### config.mk
export PLATFORM = sky130hd
export DESIGN_NAME = cascaded_position_velocity_motor_control_top
export DESIGN_NICKNAME = d
export VERILOG_FILES = /design/src/design/cpvm_pkg.sv /design/src/design/cpvm_mul.sv /design/src/design/cpvm_seq.sv /design/src/design/cascaded_position_velocity_motor_control_top.sv
export SDC_FILE = /design/constraint.sdc
export NUM_CORES = 2
export LEC_CHECK = 0
export ABC_AREA = 1
export BUFFER_PORTS_ARGS = -buffer_cell sky130_fd_sc_hd__buf_2
export CORE_MARGIN = 4
export CORE_UTILIZATION = 50
export CTS_BUF_LIST = sky130_fd_sc_hd__clkbuf_8
export DETAILED_ROUTE_END_ITERATION = 16
export GPL_TIMING_DRIVEN = 0
export PLACE_DENSITY = 0.67
export SYNTH_ARGS = -nofsm -noshare
export SYNTH_HDL_FRONTEND = slang
export SYNTH_SLANG_ARGS = --single-unit
### constraint.sdc
create_clock -name clk -period 10.21 [get_ports clk]
set_clock_uncertainty 0.05 [all_clocks]
set_input_delay 1.5315 -clock clk [delete_from_list [all_inputs] [get_ports clk]]
set_output_delay 1.5315 -clock clk [all_outputs]
set_load 0.01 [all_outputs]
### src/design/cpvm_pkg.sv
// ----------------------------------------------------------------------------
// cpvm_pkg
// Shared widths, limits, register indexes and sequencer types for the
// cascaded position/velocity servo.
// ----------------------------------------------------------------------------
package cpvm_pkg;

	// encoder counter width
	localparam int POS_W = 32;
	localparam int TGT_W = 32;

	// position error is exact: one bit over the wider of target and counter
	localparam int ERR_W = ((POS_W > TGT_W) ? POS_W : TGT_W) + 1;

	localparam int GAIN_W  = 16;
	localparam int RATE_W  = 16;
	localparam int DRV_W   = 24;
	localparam int DUTY_W  = 16;
	localparam int CFG_IDX_W = 2;
	localparam int CFG_DAT_W = 24;

	// shared multiplier operand and product widths
	localparam int MUL_A_W = ERR_W;
	localparam int MUL_B_W = DRV_W;
	localparam int PROD_W  = MUL_A_W + MUL_B_W;

	// saturation compares run at least 64 bits wide
	localparam int SAT_W = (PROD_W > 64) ? PROD_W : 64;
	localparam int SPD_W = 64;

	localparam logic [SAT_W-1:0] REF_LIMIT  = (SAT_W'(1) << 62) - SAT_W'(1);
	localparam logic [SAT_W-1:0] MEAS_LIMIT = (SAT_W'(1) << 54) - SAT_W'(1);
	localparam logic [DUTY_W-1:0] DUTY_MAX = '1;

	localparam logic [GAIN_W-1:0] POSITION_GAIN_RST = 16'd3287;
	localparam logic [RATE_W-1:0] RATE_FACTOR_RST   = 16'd800;
	localparam logic [DRV_W-1:0]  DRIVE_GAIN_RST    = 24'd30715;

	localparam logic [CFG_IDX_W-1:0] REG_POSITION_GAIN = 2'd0;
	localparam logic [CFG_IDX_W-1:0] REG_RATE_FACTOR   = 2'd1;
	localparam logic [CFG_IDX_W-1:0] REG_DRIVE_GAIN    = 2'd2;

	localparam logic OP_ENCODER = 1'b0;
	localparam logic OP_SAMPLE  = 1'b1;

	typedef enum logic [2:0] {
		S_IDLE,
		S_ERR,
		S_MREF,
		S_MMEAS,
		S_SPD,
		S_ABS,
		S_MDRV,
		S_OUT
	} state_t;

	typedef enum logic [1:0] {
		MS_REF,
		MS_MEAS,
		MS_DRV
	} mul_sel_t;

	typedef struct packed {
		logic     load_err;
		logic     mul_en;
		mul_sel_t mul_sel;
		logic     ld_ref;
		logic     ld_spd;
		logic     ld_abs;
		logic     ld_flags;
		logic     ld_out;
	} ctl_t;

endpackage

### src/design/cpvm_mul.sv
// ----------------------------------------------------------------------------
// cpvm_mul
// Shared unsigned multiplier with a registered product, reused for the
// speed reference, the measured speed and the drive scaling.
// ----------------------------------------------------------------------------
module cpvm_mul (
	input  logic                         clk,
	input  logic                         en,
	input  logic [cpvm_pkg::MUL_A_W-1:0] a,
	input  logic [cpvm_pkg::MUL_B_W-1:0] b,
	output logic [cpvm_pkg::PROD_W-1:0]  p_q
);

	always_ff @(posedge clk) begin
		if (en) begin
			p_q <= cpvm_pkg::PROD_W'(a) * cpvm_pkg::PROD_W'(b);
		end
	end

endmodule

### src/design/cpvm_seq.sv
// ----------------------------------------------------------------------------
// cpvm_seq
// Sequencer that walks one sample through the shared multiplier and the
// add/compare steps, then holds until the result register is free.
// ----------------------------------------------------------------------------
module cpvm_seq (
	input  logic                 clk,
	input  logic                 arst_n,
	input  logic                 in_fire,
	input  logic                 in_op,
	input  logic                 out_free,
	output logic                 in_ready,
	output cpvm_pkg::ctl_t       ctl
);

	cpvm_pkg::state_t state_q, state_d;

	always_ff @(posedge clk or negedge arst_n) begin
		if (!arst_n) begin
			state_q <= cpvm_pkg::S_IDLE;
		end else begin
			state_q <= state_d;
		end
	end

	always_comb begin
		state_d      = state_q;
		ctl          = '0;
		ctl.mul_sel  = cpvm_pkg::MS_REF;
		in_ready     = 1'b0;
		case (state_q)
			cpvm_pkg::S_IDLE: begin
				in_ready = 1'b1;
				if (in_fire && (in_op == cpvm_pkg::OP_SAMPLE)) begin
					state_d = cpvm_pkg::S_ERR;
				end
			end
			cpvm_pkg::S_ERR: begin
				ctl.load_err = 1'b1;
				state_d      = cpvm_pkg::S_MREF;
			end
			cpvm_pkg::S_MREF: begin
				ctl.mul_en  = 1'b1;
				ctl.mul_sel = cpvm_pkg::MS_REF;
				state_d     = cpvm_pkg::S_MMEAS;
			end
			cpvm_pkg::S_MMEAS: begin
				// reference product is captured while the speed product starts
				ctl.ld_ref  = 1'b1;
				ctl.mul_en  = 1'b1;
				ctl.mul_sel = cpvm_pkg::MS_MEAS;
				state_d     = cpvm_pkg::S_SPD;
			end
			cpvm_pkg::S_SPD: begin
				ctl.ld_spd = 1'b1;
				state_d    = cpvm_pkg::S_ABS;
			end
			cpvm_pkg::S_ABS: begin
				ctl.ld_abs = 1'b1;
				state_d    = cpvm_pkg::S_MDRV;
			end
			cpvm_pkg::S_MDRV: begin
				ctl.ld_flags = 1'b1;
				ctl.mul_en   = 1'b1;
				ctl.mul_sel  = cpvm_pkg::MS_DRV;
				state_d      = cpvm_pkg::S_OUT;
			end
			cpvm_pkg::S_OUT: begin
				if (out_free) begin
					ctl.ld_out = 1'b1;
					state_d    = cpvm_pkg::S_IDLE;
				end
			end
			default: begin
				state_d = cpvm_pkg::S_IDLE;
			end
		endcase
	end

endmodule

### src/design/cascaded_position_velocity_motor_control_top.sv
// ----------------------------------------------------------------------------
// cascaded_position_velocity_motor_control_top
// Encoder-count position servo: proportional position loop feeding a
// proportional speed loop, one duty result per sample beat.
// ----------------------------------------------------------------------------
//  channel | signals                                  | dir | beat
//  --------+------------------------------------------+-----+------------------
//  in      | in_valid in_ready op b_level             | in  | encoder edge or
//          | target_position                          |     | sample tick
//  out     | out_valid out_ready duty turn_left       | out | one per sample
//          | duty_clipped                             |     |
//  cfg     | cfg_valid cfg_ready cfg_index cfg_data   | in  | register write
//
//  An encoder beat is absorbed in the cycle it is accepted; in_ready stays high.
//  A sample beat makes three passes through the one shared multiplier plus the
//  add and magnitude steps before it reaches out_valid; the next beat is taken
//  once the sequencer is back in its idle state.
//  in_ready is low while a sample is in flight; a finished result waits in the
//  output register, and the sequencer holds in its last step until it is free.
//  Reset clears the counter, the last-sample position and loads default gains.
// ----------------------------------------------------------------------------
module cascaded_position_velocity_motor_control_top (
	input  logic                            clk,
	input  logic                            arst_n,
	input  logic                            in_valid,
	output logic                            in_ready,
	input  logic                            op,
	input  logic                            b_level,
	input  logic signed [cpvm_pkg::TGT_W-1:0] target_position,
	output logic                            out_valid,
	input  logic                            out_ready,
	output logic [cpvm_pkg::DUTY_W-1:0]     duty,
	output logic                            turn_left,
	output logic                            duty_clipped,
	input  logic                            cfg_valid,
	output logic                            cfg_ready,
	input  logic [cpvm_pkg::CFG_IDX_W-1:0]  cfg_index,
	input  logic [cpvm_pkg::CFG_DAT_W-1:0]  cfg_data
);

	localparam int POS_W  = cpvm_pkg::POS_W;
	localparam int ERR_W  = cpvm_pkg::ERR_W;
	localparam int SAT_W  = cpvm_pkg::SAT_W;
	localparam int SPD_W  = cpvm_pkg::SPD_W;
	localparam int PROD_W = cpvm_pkg::PROD_W;

	logic [cpvm_pkg::GAIN_W-1:0] position_gain_q;
	logic [cpvm_pkg::RATE_W-1:0] rate_factor_q;
	logic [cpvm_pkg::DRV_W-1:0]  drive_gain_q;

	logic [POS_W-1:0] position_count_q;
	logic [POS_W-1:0] previous_position_q;

	logic [cpvm_pkg::TGT_W-1:0] tgt_q;
	logic [ERR_W-1:0]  emag_q;
	logic              err_neg_q;
	logic [POS_W-1:0]  dmag_q;
	logic              delta_neg_q;
	logic signed [SPD_W-1:0] ref_q;
	logic signed [SPD_W-1:0] spd_q;
	logic [SPD_W-1:0]  smag_q;
	logic              big_q;
	logic              left_q;
	logic              zero_q;

	logic              out_valid_q;
	logic [cpvm_pkg::DUTY_W-1:0] duty_q;
	logic              turn_left_q;
	logic              duty_clipped_q;

	logic              in_fire;
	logic              out_free;
	cpvm_pkg::ctl_t    ctl;

	logic [cpvm_pkg::MUL_A_W-1:0] mul_a;
	logic [cpvm_pkg::MUL_B_W-1:0] mul_b;
	logic [PROD_W-1:0]            prod;

	assign in_fire  = in_valid && in_ready;
	assign out_free = !out_valid_q || out_ready;
	assign cfg_ready = 1'b1;

	cpvm_seq u_seq (
		.clk      (clk),
		.arst_n   (arst_n),
		.in_fire  (in_fire),
		.in_op    (op),
		.out_free (out_free),
		.in_ready (in_ready),
		.ctl      (ctl)
	);

	always_comb begin
		mul_a = emag_q;
		mul_b = cpvm_pkg::MUL_B_W'(position_gain_q);
		case (ctl.mul_sel)
			cpvm_pkg::MS_REF: begin
				mul_a = emag_q;
				mul_b = cpvm_pkg::MUL_B_W'(position_gain_q);
			end
			cpvm_pkg::MS_MEAS: begin
				mul_a = cpvm_pkg::MUL_A_W'(dmag_q);
				mul_b = cpvm_pkg::MUL_B_W'(rate_factor_q);
			end
			cpvm_pkg::MS_DRV: begin
				mul_a = cpvm_pkg::MUL_A_W'(smag_q[31:0]);
				mul_b = drive_gain_q;
			end
			default: begin
				mul_a = emag_q;
				mul_b = cpvm_pkg::MUL_B_W'(position_gain_q);
			end
		endcase
	end

	cpvm_mul u_mul (
		.clk (clk),
		.en  (ctl.mul_en),
		.a   (mul_a),
		.b   (mul_b),
		.p_q (prod)
	);

	// configuration registers
	always_ff @(posedge clk or negedge arst_n) begin
		if (!arst_n) begin
			position_gain_q <= cpvm_pkg::POSITION_GAIN_RST;
			rate_factor_q   <= cpvm_pkg::RATE_FACTOR_RST;
			drive_gain_q    <= cpvm_pkg::DRIVE_GAIN_RST;
		end else if (cfg_valid && cfg_ready) begin
			case (cfg_index)
				cpvm_pkg::REG_POSITION_GAIN: begin
					position_gain_q <= cfg_data[cpvm_pkg::GAIN_W-1:0];
				end
				cpvm_pkg::REG_RATE_FACTOR: begin
					rate_factor_q <= cfg_data[cpvm_pkg::RATE_W-1:0];
				end
				cpvm_pkg::REG_DRIVE_GAIN: begin
					drive_gain_q <= cfg_data[cpvm_pkg::DRV_W-1:0];
				end
				default: begin
				end
			endcase
		end
	end

	// encoder counter and last-sample position
	always_ff @(posedge clk or negedge arst_n) begin
		if (!arst_n) begin
			position_count_q    <= '0;
			previous_position_q <= '0;
		end else begin
			if (in_fire && (op == cpvm_pkg::OP_ENCODER)) begin
				if (b_level) begin
					position_count_q <= position_count_q + POS_W'(1);
				end else begin
					position_count_q <= position_count_q - POS_W'(1);
				end
			end
			if (ctl.load_err) begin
				previous_position_q <= position_count_q;
			end
		end
	end

	// position error and count change, both as sign and magnitude
	logic signed [ERR_W-1:0] err;
	logic [POS_W-1:0]        delta;

	assign err   = ERR_W'(signed'(tgt_q)) - ERR_W'(signed'(position_count_q));
	assign delta = position_count_q - previous_position_q;

	// saturated reference and measured speed from the shared product
	logic [SAT_W-1:0] prod_ext;
	logic [61:0]      rmag;
	logic [53:0]      mmag;
	logic [SPD_W-1:0] meas_q8;

	assign prod_ext = SAT_W'(prod);
	assign rmag     = (prod_ext > cpvm_pkg::REF_LIMIT) ? cpvm_pkg::REF_LIMIT[61:0]
	                                                   : prod_ext[61:0];
	assign mmag     = (prod_ext > cpvm_pkg::MEAS_LIMIT) ? cpvm_pkg::MEAS_LIMIT[53:0]
	                                                    : prod_ext[53:0];
	assign meas_q8  = {2'b00, mmag, 8'h00};

	logic [PROD_W-17:0] duty_raw;
	assign duty_raw = prod[PROD_W-1:16];

	always_ff @(posedge clk) begin
		if (in_fire && (op == cpvm_pkg::OP_SAMPLE)) begin
			tgt_q <= target_position;
		end
		if (ctl.load_err) begin
			err_neg_q   <= err[ERR_W-1];
			emag_q      <= err[ERR_W-1] ? ERR_W'(-err) : ERR_W'(err);
			delta_neg_q <= delta[POS_W-1];
			dmag_q      <= delta[POS_W-1] ? (POS_W'(0) - delta) : delta;
		end
		if (ctl.ld_ref) begin
			ref_q <= err_neg_q ? -signed'({2'b00, rmag}) : signed'({2'b00, rmag});
		end
		if (ctl.ld_spd) begin
			// subtracting a negative measurement is an add
			spd_q <= delta_neg_q ? (ref_q + signed'(meas_q8)) : (ref_q - signed'(meas_q8));
		end
		if (ctl.ld_abs) begin
			smag_q <= spd_q[SPD_W-1] ? SPD_W'(-spd_q) : SPD_W'(spd_q);
		end
		if (ctl.ld_flags) begin
			big_q  <= (smag_q[SPD_W-1:32] != '0);
			zero_q <= (drive_gain_q == '0);
			left_q <= !spd_q[SPD_W-1] && (spd_q != '0) && (drive_gain_q != '0);
		end
		if (ctl.ld_out) begin
			turn_left_q <= left_q;
			if (zero_q) begin
				duty_q         <= '0;
				duty_clipped_q <= 1'b0;
			end else if (big_q || (duty_raw > (PROD_W-16)'(cpvm_pkg::DUTY_MAX))) begin
				duty_q         <= cpvm_pkg::DUTY_MAX;
				duty_clipped_q <= 1'b1;
			end else begin
				duty_q         <= duty_raw[cpvm_pkg::DUTY_W-1:0];
				duty_clipped_q <= 1'b0;
			end
		end
	end

	always_ff @(posedge clk or negedge arst_n) begin
		if (!arst_n) begin
			out_valid_q <= 1'b0;
		end else if (ctl.ld_out) begin
			out_valid_q <= 1'b1;
		end else if (out_ready) begin
			out_valid_q <= 1'b0;
		end
	end

	assign out_valid    = out_valid_q;
	assign duty         = duty_q;
	assign turn_left    = turn_left_q;
	assign duty_clipped = duty_clipped_q;

endmodule
==> impl_metrics.json <==
{
  "status": "complete, no violations",
  "wl_met2_mm": 92.0,
  "cts.repair.resized": 0,
  "gp_congestion": 1.06,
  "synth_cell_types": 66,
  "final_common_cell": "nand2_1",
  "maxSlewViolCount": 0,
  "cts_max_level": 3,
  "min_from": "ref_q[5]",
  "dr.pass1.iters": 8,
  "ant_nets": 0,
  "post_cts_buffers": 0,
  "fin_crit_sh_pct": 97.3,
  "netlist_instances": 7473,
  "die-width_um": 352,
  "ys_seq_elements": 493,
  "syn-cell-area_um2": 59200,
  "wl_met3_mm": 19.1,
  "arrival_ps": 10430,
  "grt_usage_pct": 33.8,
  "wl_per_cell_um": 22.6,
  "hold_buffers": 0,
  "final_net_count": 8754,
  "numCtsBuffers": 88,
  "crit_required_ps": 10710,
  "fillers": 11300,
  "clock_latency_ps": 790,
  "cp-end-kind": "flip-flop",
  "rsz0062_at_grt": "no",
  "first_global_vias": 51900,
  "antenna_found_initial": 5,
  "path_class": "reg -> reg",
  "setup_viol_count_final": 0,
  "yosysWarnings": 0,
  "yosysSeqAreaShare_pct": 24.0,
  "grt_pass1_wl_mm": 317,
  "dieHeight_um": 352,
  "syn2layout_area_growth_pct": 7.58,
  "avgSynthCellArea_um2": 7.92,
  "dp_hpwl_mm": 175,
  "start_kind": "flip-flop",
  "drt-met1-wl_mm": 82.4,
  "num_rows": 125,
  "hold_viol": 0,
  "layout-drive-gt1-share_pct": 6.70,
  "cpPeakStageDelay_ps": 1100,
  "r2r-start": "u_seq.state_q[0]",
  "hold_class": "reg -> reg",
  "ios": 86,
  "clkTransAtPathRegs_ps": 60,
  "initial_core_util_pct": 50.7,
  "cp_max_fo": 10,
  "final_util_pct": 54.5,
  "clockBufferDepth": 3,
  "drv_cap": 0,
  "ys.flop_type": "edfxtp_1",
  "drt_iter0_drc": 4835,
  "dp_worst_setup_slack_ps": 284,
  "crit_slowest_cell": "a21oi_2",
  "worst_slack_ps": 274,
  "cts_tree": "yes",
  "cts_root_buffer": "clkbuf_8",
  "core_um2": 117000,
  "port_buffers": 84,
  "min_period_ps": 9940,
  "crit_top_cell": "fa_1",
  "die-area_um2": 124000,
  "crit_start": "u_seq.state_q[0]",
  "cts_sinks": 493,
  "slew-limit-headroom_pct": 1.73,
  "via_per_inst": 5.57,
  "synth_edf_count": 369,
  "holdWs_ps": 369,
  "grt_overflow": 0,
  "highest_layer": "met5",
  "via_count": 51600,
  "wl_mm": 209,
  "async_flop_share_pct": 25.2,
  "grt_max_degree": 82,
  "fmaxAchievable_ghz": 0.101,
  "route.detailed.drc": 0,
  "final_cell_mix": "nand2_1, inv_1, nor2_1",
  "tightest_slew_ps": 1470
}
==> state kept, by name, indices dropped and copies added, names as in the netlist <==
signal	cells
big_q	1
delta_neg_q	1
dmag_q	32
drive_gain_q	24
duty	16
duty_clipped	1
emag_q	33
err_neg_q	1
left_q	1
out_valid	1
position_count_q	32
position_gain_q	16
previous_position_q	32
rate_factor_q	16
ref_q	64
smag_q	64
spd_q	64
tgt_q	32
turn_left	1
u_mul.p_q	57
u_seq.state_q	3
zero_q	1
==> layer usage <==
metal | up-vias | GRT usage [%]
met5 | - | 0
li1 | 23500 | -
met1 | 25100 | 43.1
met3 | 624 | 7.74
met2 | 2364 | 52.4
met4 | 2 | 20.9
==> final cells by class <==
cell class                 count  area [um^2]  share of cell area [%]
antenna                        2         5.00                 0.00786
buffer                       196          892                    1.40
clock buffer                  95         1310                    2.05
clock inverter                63          526                   0.825
inverter                    1564         5870                    9.22
multi-input combinational   5227        38300                    60.1
sequential                   493        14200                    22.3
tap                         1524         1910                    2.99
timing repair buffer          98          664                    1.04
==> cell usage after synthesis, types with 36 or more instances <==
cell type	count	share of area (%)
a21oi_2	36	0.53
dfrtp_1	100	4.2
edfxtp_1	369	19
buf_2	78	0.66
fa_1	684	23
inv_1	1522	9.6
a22o_1	48	0.71
xor2_1	245	3.6
clkbuf_1	99	0.63
a31oi_1	61	0.64
nor3_1	83	0.70
nor4_1	44	0.46
nand3_1	204	1.7
nor2_1	931	5.9
o21ai_0	275	2.3
xnor2_1	87	1.3
a21oi_1	257	2.2
nand2_1	1585	10
nand4_1	80	0.85
ha_1	337	7.1
==> worst max-delay path, delay by kind of cell (launching register included) <==
kind | cells | cell delay [ps]
adder cells (fa/ha/maj) | 8 | 4250
XOR/XNOR | 1 | 350
AND/OR/NAND/NOR | 10 | 2080
buffers and inverters | 6 | 1250
AO/OA/AOI/OAI | 2 | 1250
flip-flops | 1 | 490
==> metrics by stage <==
stage | TNS [ps] | cell area (um^2) | cells
global route | 0 | 63700 | 9262
finish | 0 | 63700 | 9262
CTS | 0 | 63700 | 9260
global placement | -413 | 61600 | 9088
detailed placement | 0 | 61900 | 9102
floorplan | 0 | 59200 | 7480
==> path summary, 6_finish.rpt <==
path	cells after the start	slack (ps)	endpoint
setup reg to reg	27	270	u_mul.p_q[56]
setup / recovery	27	270	u_mul.p_q[56]
hold / removal	0	370	spd_q[5]
max in group asynchronous	2	8640	position_gain_q[11]
hold reg to reg	0	370	spd_q[5]
min in group asynchronous	1	630	position_count_q[18]
==> cells by family (layout without fill, tap and decap cells) <==
| kind of cell | count (synthesis) | count (layout) | share of synthesized area (%) |
|---|---|---|---|
| AOI/OAI and AO/OA | 816 | 816 | 8.12 |
| xor gates and xnor gates | 334 | 334 | 4.97 |
| adders and majority gates | 1021 | 1021 | 30.2 |
| buffers and inverters | 1760 | 2016 | 11.4 |
| DFF | 493 | 493 | 24.0 |
| other | 2 | 11 | 0.0127 |
| and+or+nand+nor | 3047 | 3047 | 21.2 |
Power is left out: the tool's default activity adds up to more than one toggle a clock period on the data nets, which glitch-free logic cannot reach.
